`src/rtl/ille_pkg.sv`:
```
// Shared types and codes for the indexed linked list engine.
// Depends on nothing; used by ille_ctrl, ille_dp and indexed_linked_list_engine.
package ille_pkg;

	// Request operation codes.
	typedef enum logic [3:0] {
		OP_PUSH_TAIL = 4'd0,
		OP_PUSH_HEAD = 4'd1,
		OP_POP_HEAD  = 4'd2,
		OP_PEEK_HEAD = 4'd3,
		OP_READ      = 4'd4,
		OP_INSERT    = 4'd5,
		OP_REMOVE    = 4'd6,
		OP_SWAP      = 4'd7,
		OP_TRUNCATE  = 4'd8
	} op_e;

	// Result status codes.
	typedef enum logic [1:0] {
		ST_OK   = 2'd0,
		ST_BAD  = 2'd1,
		ST_FULL = 2'd2
	} stat_e;

	// Datapath commands issued by the controller.
	typedef enum logic [4:0] {
		CMD_NOP,
		CMD_LOAD,
		CMD_ALLOC_RD,
		CMD_ALLOC_TAKE,
		CMD_NEW_TAIL,
		CMD_LINK_TAIL,
		CMD_NEW_HEAD,
		CMD_LINK_HEAD,
		CMD_SEL_HEAD,
		CMD_SEL_TAIL,
		CMD_RD_PAY,
		CMD_WALK_INIT,
		CMD_WALK_RD,
		CMD_WALK_ADV,
		CMD_UNL_RD,
		CMD_UNL_LINK,
		CMD_UNL_FREE,
		CMD_INS_RD,
		CMD_INS_NEW,
		CMD_INS_LINK,
		CMD_SAVE_A,
		CMD_SWAP_B,
		CMD_SWAP_A,
		CMD_FINISH
	} cmd_e;

	typedef struct packed {
		cmd_e  code;
		logic  alt;     // walk toward the second position
		stat_e status;  // status of the finished word
		logic  keep;    // result carries the payload that was read
	} cmd_t;

	typedef struct packed {
		op_e  op;
		logic empty;
		logic full;
		logic pos_bad;
		logic pos2_bad;
		logic walk_done;
		logic trunc_more;
	} sts_t;

	typedef struct packed {
		logic [3:0]  operation;
		logic [6:0]  position;
		logic [5:0]  other_position;
		logic [31:0] payload;
	} in_t;

	typedef struct packed {
		logic [31:0] payload_out;
		logic [1:0]  status;
		logic [6:0]  item_count;
	} out_t;

endpackage

```
`src/rtl/ille_ctrl.sv`:
```
// Controller state machine of the indexed linked list engine.
// Depends on ille_pkg; drives ille_dp through cmd_t and reads sts_t.
module ille_ctrl (
	input  logic           clk,
	input  logic           arst_n,
	input  logic           in_valid,
	output logic           in_ready,
	output logic           out_valid,
	input  logic           out_ready,
	input  ille_pkg::sts_t sts,
	output ille_pkg::cmd_t cmd
);
	import ille_pkg::*;

	typedef enum logic [4:0] {
		S_IDLE, S_DECODE, S_PUSH_ARD, S_PUSH_TAKE, S_PUSH_NEW, S_PUSH_LINK,
		S_HEAD_SEL, S_RD_PAY, S_WALK_INIT, S_WALK_RD, S_WALK_ADV,
		S_UNL_RD, S_UNL_LINK, S_UNL_FREE, S_INS_RD, S_INS_ARD, S_INS_TAKE,
		S_INS_NEW, S_INS_LINK, S_SAVE_A, S_SWAP_B, S_SWAP_A,
		S_TR_CHECK, S_TR_SEL, S_FIN
	} state_t;

	state_t state_q, state_d;
	logic   second_q, second_d;
	stat_e  st_q, st_d;
	logic   keep_q, keep_d;
	logic   ovalid_q;
	logic   fin_load;

	assign in_ready  = (state_q == S_IDLE);
	assign out_valid = ovalid_q;
	assign fin_load  = (state_q == S_FIN) && (!ovalid_q || out_ready);

	// Next state and command decode.
	always_comb begin
		state_d    = state_q;
		second_d   = second_q;
		st_d       = st_q;
		keep_d     = keep_q;
		cmd        = '0;
		cmd.code   = CMD_NOP;
		cmd.alt    = second_q;
		cmd.status = st_q;
		cmd.keep   = keep_q;
		unique case (state_q)
			S_IDLE: begin
				if (in_valid) begin
					cmd.code = CMD_LOAD;
					state_d  = S_DECODE;
				end
			end
			S_DECODE: begin
				st_d     = ST_OK;
				keep_d   = 1'b0;
				second_d = 1'b0;
				case (sts.op)
					OP_PUSH_TAIL, OP_PUSH_HEAD: begin
						if (sts.full) begin
							st_d = ST_FULL;
							state_d = S_FIN;
						end else begin
							state_d = S_PUSH_ARD;
						end
					end
					OP_POP_HEAD, OP_PEEK_HEAD: begin
						if (sts.empty) begin
							st_d = ST_BAD;
							state_d = S_FIN;
						end else begin
							state_d = S_HEAD_SEL;
						end
					end
					OP_READ, OP_REMOVE: begin
						if (sts.pos_bad) begin
							st_d = ST_BAD;
							state_d = S_FIN;
						end else begin
							state_d = S_WALK_INIT;
						end
					end
					OP_INSERT: begin
						if (sts.pos_bad) begin
							st_d = ST_BAD;
							state_d = S_FIN;
						end else if (sts.full) begin
							st_d = ST_FULL;
							state_d = S_FIN;
						end else begin
							state_d = S_WALK_INIT;
						end
					end
					OP_SWAP: begin
						if (sts.pos_bad || sts.pos2_bad) begin
							st_d = ST_BAD;
							state_d = S_FIN;
						end else begin
							state_d = S_WALK_INIT;
						end
					end
					OP_TRUNCATE: state_d = S_TR_CHECK;
					default: begin
						st_d = ST_BAD;
						state_d = S_FIN;
					end
				endcase
			end
			S_PUSH_ARD: begin
				cmd.code = CMD_ALLOC_RD;
				state_d  = S_PUSH_TAKE;
			end
			S_PUSH_TAKE: begin
				cmd.code = CMD_ALLOC_TAKE;
				state_d  = S_PUSH_NEW;
			end
			S_PUSH_NEW: begin
				cmd.code = (sts.op == OP_PUSH_TAIL) ? CMD_NEW_TAIL : CMD_NEW_HEAD;
				state_d  = S_PUSH_LINK;
			end
			S_PUSH_LINK: begin
				cmd.code = (sts.op == OP_PUSH_TAIL) ? CMD_LINK_TAIL : CMD_LINK_HEAD;
				state_d  = S_FIN;
			end
			S_HEAD_SEL: begin
				cmd.code = CMD_SEL_HEAD;
				state_d  = S_RD_PAY;
			end
			S_WALK_INIT: begin
				cmd.code = CMD_WALK_INIT;
				state_d  = S_WALK_RD;
			end
			S_WALK_RD: begin
				if (sts.walk_done) begin
					state_d = (sts.op == OP_INSERT) ? S_INS_RD : S_RD_PAY;
				end else begin
					cmd.code = CMD_WALK_RD;
					state_d  = S_WALK_ADV;
				end
			end
			S_WALK_ADV: begin
				cmd.code = CMD_WALK_ADV;
				state_d  = S_WALK_RD;
			end
			S_RD_PAY: begin
				cmd.code = CMD_RD_PAY;
				case (sts.op)
					OP_POP_HEAD, OP_REMOVE: begin
						keep_d  = 1'b1;
						state_d = S_UNL_RD;
					end
					OP_SWAP: state_d = second_q ? S_SWAP_B : S_SAVE_A;
					default: begin
						keep_d  = 1'b1;
						state_d = S_FIN;
					end
				endcase
			end
			S_SAVE_A: begin
				cmd.code = CMD_SAVE_A;
				second_d = 1'b1;
				state_d  = S_WALK_INIT;
			end
			S_SWAP_B: begin
				cmd.code = CMD_SWAP_B;
				state_d  = S_SWAP_A;
			end
			S_SWAP_A: begin
				cmd.code = CMD_SWAP_A;
				state_d  = S_FIN;
			end
			S_UNL_RD: begin
				cmd.code = CMD_UNL_RD;
				state_d  = S_UNL_LINK;
			end
			S_UNL_LINK: begin
				cmd.code = CMD_UNL_LINK;
				state_d  = S_UNL_FREE;
			end
			S_UNL_FREE: begin
				cmd.code = CMD_UNL_FREE;
				state_d  = (sts.op == OP_TRUNCATE) ? S_TR_CHECK : S_FIN;
			end
			S_TR_CHECK: begin
				state_d = sts.trunc_more ? S_TR_SEL : S_FIN;
			end
			S_TR_SEL: begin
				cmd.code = CMD_SEL_TAIL;
				state_d  = S_UNL_RD;
			end
			S_INS_RD: begin
				cmd.code = CMD_INS_RD;
				state_d  = S_INS_ARD;
			end
			S_INS_ARD: begin
				cmd.code = CMD_ALLOC_RD;
				state_d  = S_INS_TAKE;
			end
			S_INS_TAKE: begin
				cmd.code = CMD_ALLOC_TAKE;
				state_d  = S_INS_NEW;
			end
			S_INS_NEW: begin
				cmd.code = CMD_INS_NEW;
				state_d  = S_INS_LINK;
			end
			S_INS_LINK: begin
				cmd.code = CMD_INS_LINK;
				state_d  = S_FIN;
			end
			S_FIN: begin
				if (fin_load) begin
					cmd.code = CMD_FINISH;
					state_d  = S_IDLE;
				end
			end
			default: state_d = S_IDLE;
		endcase
	end

	// State and output valid registers.
	always_ff @(posedge clk or negedge arst_n) begin
		if (!arst_n) begin
			state_q  <= S_IDLE;
			second_q <= 1'b0;
			st_q     <= ST_OK;
			keep_q   <= 1'b0;
			ovalid_q <= 1'b0;
		end else begin
			state_q  <= state_d;
			second_q <= second_d;
			st_q     <= st_d;
			keep_q   <= keep_d;
			if (fin_load) begin
				ovalid_q <= 1'b1;
			end else if (out_ready) begin
				ovalid_q <= 1'b0;
			end
		end
	end

endmodule

```
`src/rtl/ille_dp.sv`:
```
// Datapath of the indexed linked list engine: node memories, list pointers,
// walk counter and the result word. Depends on ille_pkg; driven by ille_ctrl.
module ille_dp #(
	parameter int POOL_DEPTH   = 64,
	parameter int PAYLOAD_BITS = 32
) (
	input  logic           clk,
	input  logic           arst_n,
	input  ille_pkg::in_t  req,
	input  ille_pkg::cmd_t cmd,
	output ille_pkg::sts_t sts,
	output ille_pkg::out_t res
);
	import ille_pkg::*;

	localparam int AW   = (POOL_DEPTH > 1) ? $clog2(POOL_DEPTH) : 1;
	localparam int NW   = $clog2(POOL_DEPTH + 1);
	localparam int CMPW = (NW > 7) ? NW : 7;
	localparam logic [NW-1:0] NULL_NODE = NW'(POOL_DEPTH);

	// Node memories.
	logic [PAYLOAD_BITS-1:0] pay_mem [POOL_DEPTH];
	logic [NW-1:0]           nxt_mem [POOL_DEPTH];
	logic [NW-1:0]           prv_mem [POOL_DEPTH];

	logic                    pay_we, pay_re, nxt_we, nxt_re, prv_we, prv_re;
	logic [NW-1:0]           pay_wa, pay_ra, nxt_wa, nxt_ra, prv_wa, prv_ra;
	logic [PAYLOAD_BITS-1:0] pay_wd, pay_rd_q;
	logic [NW-1:0]           nxt_wd, nxt_rd_q, prv_wd, prv_rd_q;

	// List pointers and request registers.
	logic [NW-1:0]           head_q, tail_q, fhead_q, wmark_q, items_q;
	logic [NW-1:0]           cur_q, new_q, a_q;
	logic [6:0]              cnt_q, tgt_q;
	op_e                     op_q;
	logic [6:0]              pos_q;
	logic [5:0]              pos2_q;
	logic [PAYLOAD_BITS-1:0] data_q, tmp_q;
	out_t                    res_q;
	logic [63:0]             in_ext, pay_ext;

	function automatic logic is_node(input logic [NW-1:0] n);
		return n < NULL_NODE;
	endfunction

	assign in_ext  = {32'd0, req.payload};
	assign pay_ext = 64'(pay_rd_q);
	assign res     = res_q;

	// Status words toward the controller.
	always_comb begin
		sts.op         = op_q;
		sts.empty      = (items_q == '0);
		sts.full       = (items_q >= NULL_NODE);
		sts.pos_bad    = CMPW'(pos_q) >= CMPW'(items_q);
		sts.pos2_bad   = CMPW'(pos2_q) >= CMPW'(items_q);
		sts.walk_done  = (cnt_q == tgt_q);
		sts.trunc_more = CMPW'(items_q) > CMPW'(pos_q);
	end

	// Memory port selection per command.
	always_comb begin
		pay_we = 1'b0; pay_wa = cur_q; pay_wd = data_q;
		pay_re = 1'b0; pay_ra = cur_q;
		nxt_we = 1'b0; nxt_wa = cur_q; nxt_wd = NULL_NODE;
		nxt_re = 1'b0; nxt_ra = cur_q;
		prv_we = 1'b0; prv_wa = cur_q; prv_wd = NULL_NODE;
		prv_re = 1'b0; prv_ra = cur_q;
		case (cmd.code)
			CMD_ALLOC_RD: begin
				nxt_re = is_node(fhead_q);
				nxt_ra = fhead_q;
			end
			CMD_NEW_TAIL: begin
				pay_we = 1'b1; pay_wa = new_q;
				prv_we = 1'b1; prv_wa = new_q; prv_wd = tail_q;
				nxt_we = 1'b1; nxt_wa = new_q; nxt_wd = NULL_NODE;
			end
			CMD_LINK_TAIL: begin
				nxt_we = is_node(tail_q); nxt_wa = tail_q; nxt_wd = new_q;
			end
			CMD_NEW_HEAD: begin
				pay_we = 1'b1; pay_wa = new_q;
				prv_we = 1'b1; prv_wa = new_q; prv_wd = NULL_NODE;
				nxt_we = 1'b1; nxt_wa = new_q; nxt_wd = head_q;
			end
			CMD_LINK_HEAD: begin
				prv_we = is_node(head_q); prv_wa = head_q; prv_wd = new_q;
			end
			CMD_RD_PAY: pay_re = 1'b1;
			CMD_WALK_RD: nxt_re = 1'b1;
			CMD_UNL_RD: begin
				nxt_re = 1'b1;
				prv_re = 1'b1;
			end
			CMD_UNL_LINK: begin
				nxt_we = is_node(prv_rd_q); nxt_wa = prv_rd_q; nxt_wd = nxt_rd_q;
				prv_we = is_node(nxt_rd_q); prv_wa = nxt_rd_q; prv_wd = prv_rd_q;
			end
			CMD_UNL_FREE: begin
				nxt_we = 1'b1; nxt_wa = cur_q; nxt_wd = fhead_q;
			end
			CMD_INS_RD: prv_re = 1'b1;
			CMD_INS_NEW: begin
				pay_we = 1'b1; pay_wa = new_q;
				prv_we = 1'b1; prv_wa = new_q; prv_wd = prv_rd_q;
				nxt_we = 1'b1; nxt_wa = new_q; nxt_wd = cur_q;
			end
			CMD_INS_LINK: begin
				prv_we = 1'b1; prv_wa = cur_q; prv_wd = new_q;
				nxt_we = is_node(prv_rd_q); nxt_wa = prv_rd_q; nxt_wd = new_q;
			end
			CMD_SWAP_B: begin
				pay_we = 1'b1; pay_wa = cur_q; pay_wd = tmp_q;
			end
			CMD_SWAP_A: begin
				pay_we = 1'b1; pay_wa = a_q; pay_wd = pay_rd_q;
			end
			default: ;
		endcase
	end

	// Payload memory.
	always_ff @(posedge clk) begin
		if (pay_we) begin
			pay_mem[pay_wa[AW-1:0]] <= pay_wd;
		end
		if (pay_re) begin
			pay_rd_q <= pay_mem[pay_ra[AW-1:0]];
		end
	end

	// Forward link memory.
	always_ff @(posedge clk) begin
		if (nxt_we) begin
			nxt_mem[nxt_wa[AW-1:0]] <= nxt_wd;
		end
		if (nxt_re) begin
			nxt_rd_q <= nxt_mem[nxt_ra[AW-1:0]];
		end
	end

	// Backward link memory.
	always_ff @(posedge clk) begin
		if (prv_we) begin
			prv_mem[prv_wa[AW-1:0]] <= prv_wd;
		end
		if (prv_re) begin
			prv_rd_q <= prv_mem[prv_ra[AW-1:0]];
		end
	end

	// Payload-side registers: request, walk node and result word.
	always_ff @(posedge clk) begin
		case (cmd.code)
			CMD_LOAD: begin
				pos_q  <= req.position;
				pos2_q <= req.other_position;
				data_q <= in_ext[PAYLOAD_BITS-1:0];
			end
			CMD_SEL_HEAD: cur_q <= head_q;
			CMD_SEL_TAIL: cur_q <= tail_q;
			CMD_WALK_INIT: begin
				cur_q <= head_q;
				tgt_q <= cmd.alt ? {1'b0, pos2_q} : pos_q;
			end
			CMD_WALK_ADV: cur_q <= nxt_rd_q;
			CMD_SAVE_A: begin
				a_q   <= cur_q;
				tmp_q <= pay_rd_q;
			end
			CMD_FINISH: begin
				res_q.payload_out <= cmd.keep ? pay_ext[31:0] : 32'd0;
				res_q.status      <= cmd.status;
				res_q.item_count  <= 7'(items_q);
			end
			default: ;
		endcase
	end

	// List control registers: pointers, allocation and counts.
	always_ff @(posedge clk or negedge arst_n) begin
		if (!arst_n) begin
			op_q    <= OP_PUSH_TAIL;
			head_q  <= NULL_NODE;
			tail_q  <= NULL_NODE;
			fhead_q <= NULL_NODE;
			wmark_q <= '0;
			items_q <= '0;
			new_q   <= '0;
			cnt_q   <= '0;
		end else begin
			case (cmd.code)
				CMD_LOAD: op_q <= op_e'(req.operation);
				CMD_ALLOC_TAKE: begin
					if (is_node(fhead_q)) begin
						new_q   <= fhead_q;
						fhead_q <= nxt_rd_q;
					end else begin
						new_q   <= wmark_q;
						wmark_q <= wmark_q + 1'b1;
					end
				end
				CMD_LINK_TAIL: begin
					if (!is_node(tail_q)) begin
						head_q <= new_q;
					end
					tail_q  <= new_q;
					items_q <= items_q + 1'b1;
				end
				CMD_LINK_HEAD: begin
					if (!is_node(head_q)) begin
						tail_q <= new_q;
					end
					head_q  <= new_q;
					items_q <= items_q + 1'b1;
				end
				CMD_WALK_INIT: cnt_q <= '0;
				CMD_WALK_ADV: cnt_q <= cnt_q + 1'b1;
				CMD_UNL_LINK: begin
					if (!is_node(prv_rd_q)) begin
						head_q <= nxt_rd_q;
					end
					if (!is_node(nxt_rd_q)) begin
						tail_q <= prv_rd_q;
					end
				end
				CMD_UNL_FREE: begin
					fhead_q <= cur_q;
					items_q <= items_q - 1'b1;
				end
				CMD_INS_LINK: begin
					if (!is_node(prv_rd_q)) begin
						head_q <= new_q;
					end
					items_q <= items_q + 1'b1;
				end
				default: ;
			endcase
		end
	end

endmodule

```
`src/rtl/indexed_linked_list_engine.sv`:
```
// Top level of the indexed linked list engine.
// Depends on ille_pkg, ille_ctrl and ille_dp.
//
// An ordered list of payload words kept in a pool of POOL_DEPTH nodes with
// forward and backward links. Each accepted request word gives exactly one
// result word. Requests are served one at a time. Read, remove, insert and
// swap walk the forward links from the head to the position (swap walks
// twice), and truncate removes items from the tail one by one. Nodes that
// were never used are handed out by a counter, so no clearing pass follows
// reset. A new request is taken while the previous result word still waits
// in the output register.
module indexed_linked_list_engine #(
	parameter int POOL_DEPTH   = 64,
	parameter int PAYLOAD_BITS = 32
) (
	input  logic           clk,
	input  logic           arst_n,
	input  logic           in_valid,
	output logic           in_ready,
	input  ille_pkg::in_t  in_data,
	output logic           out_valid,
	input  logic           out_ready,
	output ille_pkg::out_t out_data
);
	import ille_pkg::*;

	cmd_t cmd;
	sts_t sts;

	// Sequencer.
	ille_ctrl u_ctrl (
		.clk       (clk),
		.arst_n    (arst_n),
		.in_valid  (in_valid),
		.in_ready  (in_ready),
		.out_valid (out_valid),
		.out_ready (out_ready),
		.sts       (sts),
		.cmd       (cmd)
	);

	// Node pool and list registers.
	ille_dp #(
		.POOL_DEPTH   (POOL_DEPTH),
		.PAYLOAD_BITS (PAYLOAD_BITS)
	) u_dp (
		.clk    (clk),
		.arst_n (arst_n),
		.req    (in_data),
		.cmd    (cmd),
		.sts    (sts),
		.res    (out_data)
	);

endmodule

```
`config.mk`:
```
export PLATFORM = sky130hd
export DESIGN_NAME = indexed_linked_list_engine
export DESIGN_NICKNAME = d
export VERILOG_FILES = /design/src/rtl/ille_pkg.sv /design/src/rtl/ille_ctrl.sv /design/src/rtl/ille_dp.sv /design/src/rtl/indexed_linked_list_engine.sv
export SDC_FILE = /design/constraint.sdc
export NUM_CORES = 2
export LEC_CHECK = 0
export BUFFER_PORTS_ARGS = -buffer_cell sky130_fd_sc_hd__clkbuf_2
export CAP_MARGIN = 5
export CORE_ASPECT_RATIO = 1.1
export CORE_UTILIZATION = 40
export CTS_BUF_LIST = sky130_fd_sc_hd__clkbuf_2 sky130_fd_sc_hd__clkbuf_4 sky130_fd_sc_hd__clkbuf_8
export CTS_CLUSTER_DIAMETER = 200
export DETAILED_ROUTE_END_ITERATION = 10
export GPL_TIMING_DRIVEN = 0
export PLACE_DENSITY_LB_ADDON = 0.12
export SLEW_MARGIN = 20
export SYNTH_ARGS = -nofsm -noshare
export SYNTH_HDL_FRONTEND = slang
export SYNTH_SLANG_ARGS = --single-unit
```
`constraint.sdc`:
```
create_clock -name clk -period 11.85 [get_ports clk]
set_input_delay 1.185 -clock clk [delete_from_list [all_inputs] [get_ports clk]]
set_output_delay 1.185 -clock clk [all_outputs]
set_load 0.03 [all_outputs]
```
# Word-level counts from Yosys, hierarchy flattened
# Memory sizes are Yosys's and may differ from the RTL's. A register that Yosys moved wholly into a read port is not among the register bits.
# Cells that the tools add are included.
word_totals:
  ff_bits: 201
  latchBits: 0
  ramBits: 2944
  romBits: 0
  inputBits: 53
  out_inout_bits: 43
  wordCells: 214
  n_memories: 3
classes:
  add_sub_neg: 4
  n_mul: 0
  n_div: 0
  magnitude_cmp: 9
  n_eq_ne: 65
  shifts: 0
  muxes: 66
  n_bitwise: 1
  n_reduce_logical: 42
memory_table:
  columns: ["memory", "depth", "word_bits", "read_ports", "rd_clocked_by_memory_dff", "write_ports", "line", "rtl"]
  rows:
  - ["u_dp.pay_mem", 64, 32, 1, 1, 1, "ille_dp.sv:22", "logic [PAYLOAD_BITS-1:0] pay_mem [POOL_DEPTH];"]
  - ["u_dp.nxt_mem", 64, 7, 1, 1, 1, "ille_dp.sv:23", "logic [NW-1:0] nxt_mem [POOL_DEPTH];"]
  - ["u_dp.prv_mem", 64, 7, 1, 1, 1, "ille_dp.sv:24", "logic [NW-1:0] prv_mem [POOL_DEPTH];"]
ops:
  columns: ["operator", "n"]
  rows:
  - ["$pmux W5 S22", 1]
  - ["$pmux W5 S21", 1]
  - ["$eq A5 B5 Y1 const B", 17]
  - ["$eq A5 B4 Y1 const B", 16]
  - ["$pmux W32 S2", 1]
  - ["$pmux W7 S3", 3]
  - ["$mux W5", 10]
  - ["$mux W7", 7]
  - ["$pmux W7 S2", 3]
  - ["$eq A5 B3 Y1 const B", 8]
  - ["$pmux W6 S3", 2]
  - ["$lt A7 B7 Y1 const B", 5]
  - ["$pmux W7 S5", 1]
  - ["$pmux W5 S6", 1]
  - ["$pmux W7 S4", 1]
  - ["$reduce_or A2 Y1", 14]
  - ["$add A7 B1 Y7 const B", 3]
  - ["$eq A5 B2 Y1 const B", 4]
  - ["$eq A4 B3 Y1 const B", 4]
  - ["$mux W1", 16]
  - ["$mux W4", 4]
  - ["$ne A2 B2 Y1 const B", 7]
  - ["$mux W6", 2]
  - ["$pmux W2 S6", 1]
  - ["33 further kinds", 55]

# Logic depth before layout (Yosys ltp)
depth:
  depth_word: 10
  mapped_depth: 20
  depth_no_buf: 17

# Modules after synthesis
# Synthesis repeated with hierarchy kept, for this count alone.
hier_totals:
  hier_cells: 5873
  area_unflattened_um2: 124620.8
by_module_without_submodules:
  columns: ["module", "n_inst", "cells_each", "area_each_um2", "seq_area_each_um2"]
  rows:
  - ["ille_dp", 1, 5710, 123317.0, 95260.1]
  - ["ille_ctrl", 1, 163, 1303.8, 250.2]

# Least setup slack after synthesis
# No wires, ideal clock.
synth_path:
  path_type: "input -> register"
  startpoint: "in out_ready"
  endpoint: "mem u_dp.prv_mem[0][6] (netlist bit) (data pin)"
  setup_time_ps: 721
  t_arrival_ps: 5500
  t_required_ps: 11129
  slack_ps: 5629
  stages: 8
  n_path_buf: 1
  path_cell_list: "nand2b_1 > and4_1 > buf_2 > nor4_4 > nor4_4 > inv_1 > nand2_1 > o31ai_1"
synth_via:
  elab_chain_cells: 7
  word_cells_on_any_way: 12
  classes_between: "eq/ne: 5; mux: 3; reduce/logical: 4"
synth_rtl:
  columns: ["element", "line", "rtl"]
  rows:
  - ["start, declared", "indexed_linked_list_engine.sv:22", "input logic out_ready,"]
  - ["$logic_or A1 B1 Y1 *", "ille_ctrl.sv:32", "assign fin_load = (state_q == S_FIN) && (!ovalid_q || out_ready);"]
  - ["$logic_and A1 B1 Y1 *", "ille_ctrl.sv:32", null]
  - ["$mux W5 *", "ille_ctrl.sv:210", "if (fin_load) begin"]
  - ["$pmux W5 S21 *", "ille_ctrl.sv:45", "unique case (state_q)"]
  - ["$eq A5 B3 Y1, or another cell as far along", "ille_dp.sv:69", "case (cmd.code)"]
  - ["$reduce_or A2 Y1 (no line)", null, null]
  - ["$pmux W7 S3 *", "ille_dp.sv:69", null]
  - ["net u_dp.prv_wd[6]", "ille_dp.sv:29", "logic [NW-1:0] nxt_wd, nxt_rd_q, prv_wd, prv_rd_q;"]
  - ["end, declared", "ille_dp.sv:24", null]
# Mark *: on every way through the listed nets, which the timed path passes. The rest lies on a longest branch.

# Final worst setup path
layout_path:
  startpoint: "reg u_ctrl.state_q[0]"
  endpoint: "mem u_dp.pay_mem[38][19], enable pin"
layout_via:
  elab_chain_cells: 9
  word_cells_on_any_way: 39
  classes_between: "eq/ne: 27; mux: 6; reduce/logical: 6"
layout_rtl:
  columns: ["element", "line", "rtl"]
  rows:
  - ["start, declared", "ille_ctrl.sv:23", "state_t state_q, state_d;"]
  - ["start signal, assigned", "ille_ctrl.sv:228", "state_q <= state_d;"]
  - ["$eq A5 B5 Y1", "ille_ctrl.sv:32, ille_ctrl.sv:45", null]
  - ["$logic_and A1 B1 Y1", "ille_ctrl.sv:32", null]
  - ["$mux W5", "ille_ctrl.sv:210", null]
  - ["$pmux W5 S21 *", "ille_ctrl.sv:45", null]
  - ["$eq A5 B5 Y1 / $eq A5 B3 Y1 (equally long branches)", "ille_dp.sv:69", null]
  - ["$reduce_or A5 Y1 (no line)", null, null]
  - ["$mux W1", "ille_dp.sv:69", null]
  - ["$mux W1", "ille_dp.sv:125", "if (pay_we) begin"]
  - ["$mux W1 (implied by the code)", "ille_dp.sv:126", "pay_mem[pay_wa[AW-1:0]] <= pay_wd;"]
  - ["end, declared", "ille_dp.sv:22", null]
# Every way passes the cells marked *; elsewhere a longest branch is shown, timed or not.

==> impl_metrics.csv <==
group,metric,value,unit
status,status,"finished clean",
cts,cts_resized,0,
route,drtIter0Drc,7051,
setup_path,critical_path.max_fanout,35,
power_and_ir_drop,power.static_leakage,46.1,nW
setup_path,worstPathCellList,"buf_2 > nor2_1 > and4_1 > buf_4 > buf_16 > a211o_1 > nand4_1 > nor3_1 > nor3_2 > a221oi_1 > nand3_1 > nor2_4 > buf_12",
route,wl,372000,um
sta,setup_repair_after_global_routing_missed_its_margin,"no",
grt,grt.total_usage,0.236,
sta,finalWorstPathRequiredPeriod,6.08,ns
yosys,synthesis.nets,6046,
finish,stdcell_count,11300,
cts,numCtsBuffers,536,
yosys,synth-edff-count,3128,
cts,cts_tree,"built",
setup_path,r2r_end,"u_dp.pay_mem[38][19]",
setup_path,setup.worst_path.start_class,"flop",
yosys,yosysWarnings,0,
setup_path,reg_to_reg_critical_path_startpoint,"u_ctrl.state_q[0]",
yosys,yosys_register_bits,3191,
yosys,post_synth_main_area_contributors,"sky130_fd_sc_hd__edfxtp_1 75%, sky130_fd_sc_hd__mux4_2 15%, sky130_fd_sc_hd__nand2_1 1.2%, sky130_fd_sc_hd__dfrtp_1 1.2%, sky130_fd_sc_hd__nor2_1 0.79%",
cts,clk-insertion-delay-late,1.17,ns
grt,first_global_vias,66200,
route,avgRoutedWirePerCell,32.9,um
floorplanning,initial_core_util,0.403,
yosys,synth-seq-area-share,0.767,
yosys,synth_simple_gate_area_frac,0.0351,
yosys,synth_top_area_frac,0.754,
setup_path,cp_data_arrival_time,6.91,ns
route,postRouteAntennaNets,0,
yosys,post_synthesis_area_per_instance,20.8,um2
route,routedLengthMet1,149000,um
setup_path,ff2ff_path_depth,13,
yosys,synth_xor_xnor_area_share,0.00148,
setup_path,critPathRequiredTime,12.68,ns
setup_path,critical_path_endpoint_category,"flop",
sta,fin_setup_tns,0,ns
worst_hold_path,hold_path_class,"in -> reg",
setup_path,timing.reg2reg.setup_slack,5.77,ns
cts,root_buffer,"sky130_fd_sc_hd__clkbuf_8",
run,max-cap-violations,0,
grt,antenna_violations_before_repair,17,
finish,fin_nets,6860,
placed_design,routability_cong,0.902,
finish,fillerInstances,25900,
cts,clk_pin_slew_worst_paths,0.06,ns
setup_path,delay_contributed_by_the_slowest_stage_of_the_critical_path,0.98,ns
setup_path,timing_worst_setup_path_type,"reg -> reg",
worst_hold_path,hold_end,"u_dp.pos2_q[1]",
route,dr.max_layer_used,"met4",
cts,clock_tree.buffer_depth,4,
finish,layout.area.seq,0.0955,mm2
route,first_pass_detailed_route_iteration_total,8,
floorplanning,die_h,587,um
yosys,area_fraction_in_compound_gates_after_synthesis,0.0252,
route,route.met2.wl,188000,um
route,drc,0,
sta,fmax,164,MHz
sta,final_hold_vio_count,0,
yosys,adder_cell_fraction_of_synth_area,0.00217,
cts,htree_num_levels,6,
grt,grt_max_degree,65,
floorplanning,num_io_pins,96,
route,total_vias_in_the_final_route,64300,
setup_path,worst-path-buf-inv,4,
sta,timing_worst_slew_pin_value,1.26,ns
cts,clock_sinks,3191,
grt,global_route.overflow_total,0,
placed_design,post-place-cells,10400,
route,dr_wl_met3,20500,um
sta,worst_hold_slack,0.206,ns
yosys,syn_inst,5972,
route,detail_route.vias_per_cell,5.69,
floorplanning,dieWidth,534,um
sta,setup_violations,0,
yosys,post_synth_mux_area_share,0.157,
sta,finalClockSkew,0.0922,ns
yosys,asyncSetResetFlopFracSynth,0.0197,
placed_design,dp_hpwl,257000,um
finish,area_added_between_synthesis_and_finish,16.5,%
power_and_ir_drop,pwr_dens,224,mW/mm2
setup_path,cp_slowest_cell,"sky130_fd_sc_hd__nor2_4",
floorplanning,core_area,0.309,mm2
power_and_ir_drop,ir_worst_vdd,0.124,mV
setup_path,critPathTopFamily,"simple AND/OR/NAND/NOR gates",
yosys,synth_top_family_by_area,"multiplexers",
placed_design,io_buffer_count,95,
sta,post-route-period-util,0.513,
grt,grt_pass1_wl,518000,um
yosys,mappedNetlistArea,0.125,mm2
sta,drv_slew,0,
worst_hold_path,hold-path-cell-count,1,
finish,final_layout_size_suffix_gt1_frac,0.312,
finish,multi_input_area,0.0282,mm2
yosys,post_synth_num_cell_types,84,
setup_path,critical_path_cell_count,13,
yosys,synth_largest_area_cell,"sky130_fd_sc_hd__edfxtp_1",
yosys,synth_ff_type,"sky130_fd_sc_hd__edfxtp_1",
floorplanning,std_cell_rows,214,
floorplanning,fp.dieArea,0.314,mm2
sta,timing.slew.headroom,0.161,
worst_hold_path,min_from,"in_data[33]",
metrics by stage:
stage / total power, mW / setup WS, ns / instance area [um2] / util
4_1_cts: 32.7 / 5.87 / 145000 / 0.469
3_5_place_dp: 23.3 / 5.21 / 135000 / 0.436
5_1_grt: 33.5 / 5.59 / 145000 / 0.469
6_report: 32.5 / 5.77 / 145000 / 0.469
2_1_floorplan: 19.0 / 5.63 / 125000 / -
3_3_place_gp: 22.7 / 1.76 / 130000 / 0.421
report_power, final:
group	internal [mW]	total, mW	switching (mW)	leakage (nW)
clock network	5.00	9.47	4.47	5.30
registers	14.0	14.2	0.237	29.1
logic	2.84	8.79	5.95	11.7
total	21.8	32.5	10.7	46.1
registers in the layout, summed over array words and instances (netlist names), 32 cells and up:
name,count
u_dp.pay_rd_q,32
u_dp.prv_mem,448
u_dp.tmp_q,32
u_dp.nxt_mem,448
u_dp.data_q,32
u_dp.pay_mem,2048
u_dp.res,41
worst reg2reg max path, cell delays in order (launching register included):
cell	delay (ns)
sky130_fd_sc_hd__dfrtp_1	0.35
sky130_fd_sc_hd__buf_2	0.16
sky130_fd_sc_hd__nor2_1	0.39
sky130_fd_sc_hd__and4_1	0.25
sky130_fd_sc_hd__buf_4	0.28
sky130_fd_sc_hd__buf_16	0.26
sky130_fd_sc_hd__a211o_1	0.22
sky130_fd_sc_hd__nand4_1	0.23
sky130_fd_sc_hd__nor3_1	0.48
sky130_fd_sc_hd__nor3_2	0.21
sky130_fd_sc_hd__a221oi_1	0.69
sky130_fd_sc_hd__nand3_1	0.93
sky130_fd_sc_hd__nor2_4	1.00
sky130_fd_sc_hd__buf_12	0.27
kinds of logic after synthesis:
| logic type | after synthesis |
|---|---|
| flip-flops | 3191 |
| multiplexers | 927 |
| XOR/XNOR | 21 |
| AND/OR/NAND/NOR | 968 |
| AO/OA/AOI/OAI | 463 |
| buffers and inverters | 381 |
| adder cells (fa/ha/maj) | 21 |
metal layers:
| metal | vias up | global-route usage |
|---|---|---|
| li1 | 26600 | - |
| met1 | 34700 | 0.309 |
| met2 | 2503 | 0.399 |
| met3 | 594 | 0.0341 |
| met4 | 0 | 0.0906 |
| met5 | - | 0 |
cells in the mapped netlist, types with 6 or more instances:
cell type / number
sky130_fd_sc_hd__a211oi_1: 13
sky130_fd_sc_hd__a21o_1: 8
sky130_fd_sc_hd__a21oi_1: 159
sky130_fd_sc_hd__a221o_1: 13
sky130_fd_sc_hd__a222oi_1: 35
sky130_fd_sc_hd__a22oi_1: 21
sky130_fd_sc_hd__a31oi_1: 27
sky130_fd_sc_hd__a32oi_1: 12
sky130_fd_sc_hd__and2_1: 43
sky130_fd_sc_hd__and3_1: 13
sky130_fd_sc_hd__buf_1: 78
sky130_fd_sc_hd__buf_2: 50
sky130_fd_sc_hd__clkbuf_1: 191
sky130_fd_sc_hd__dfrtp_1: 60
sky130_fd_sc_hd__edfxtp_1: 3128
sky130_fd_sc_hd__ha_1: 20
sky130_fd_sc_hd__inv_1: 57
sky130_fd_sc_hd__mux2_2: 14
sky130_fd_sc_hd__mux2i_1: 94
sky130_fd_sc_hd__mux4_2: 819
sky130_fd_sc_hd__nand2_1: 413
sky130_fd_sc_hd__nand2b_1: 17
sky130_fd_sc_hd__nand3_1: 84
sky130_fd_sc_hd__nand4_1: 7
sky130_fd_sc_hd__nor2_1: 263
sky130_fd_sc_hd__nor2b_1: 11
sky130_fd_sc_hd__nor3_1: 29
sky130_fd_sc_hd__nor4_1: 28
sky130_fd_sc_hd__o2111ai_1: 6
sky130_fd_sc_hd__o21ai_0: 57
sky130_fd_sc_hd__o21ai_1: 6
sky130_fd_sc_hd__o22ai_1: 38
sky130_fd_sc_hd__or3_1: 12
sky130_fd_sc_hd__or4_1: 10
sky130_fd_sc_hd__xnor2_1: 19
worst max-delay path by stage:
stage,from,to
after floorplan,out_ready,u_dp.prv_mem[0][6]
after global placement,out_ready,u_dp.prv_mem[8][6]
after detailed placement,out_ready,u_dp.pay_mem[37][18]
after CTS,u_ctrl.state_q[0],u_dp.pay_mem[37][15]
after global routing,u_ctrl.state_q[0],u_dp.pay_mem[38][19]
final,u_ctrl.state_q[0],u_dp.pay_mem[38][19]
placed cells by master, fill, tap and decap left out, drive strengths merged, types with 13 or more instances in the layout:
master | netlist | layout
a211oi | 16 | 16
a21oi | 159 | 159
a221o | 13 | 13
a222oi | 35 | 35
a22oi | 21 | 21
a31oi | 27 | 27
and2 | 43 | 43
and3 | 13 | 13
buf | 130 | 296
clkbuf | 191 | 1025
clkinv | 2 | 149
clkinvlp | 0 | 23
dfrtp | 60 | 60
diode | 0 | 15
edfxtp | 3128 | 3128
ha | 20 | 20
inv | 58 | 83
mux2 | 14 | 14
mux2i | 94 | 94
mux4 | 819 | 819
nand2 | 413 | 413
nand2b | 17 | 17
nand3 | 89 | 89
nor2 | 264 | 264
nor3 | 32 | 32
nor4 | 32 | 32
o21ai | 63 | 63
o22ai | 38 | 38
xnor2 | 19 | 19
layout make-up:
cell class,count,area share
clock buffers,725,0.0612
multi-input cells,2400,0.195
clock inverters,201,0.00833
inverters,60,0.00157
well taps,4104,0.0354
plain buffers,321,0.00963
repair buffers,276,0.0306
flip-flops and latches,3191,0.658
diodes,15,0.000259
timing repair:
action                    CTS  global route
setup buffers               0             0
hold buffers                1             0
hold endpoints to repair   24             0
(Power assumes the default switching activity.)
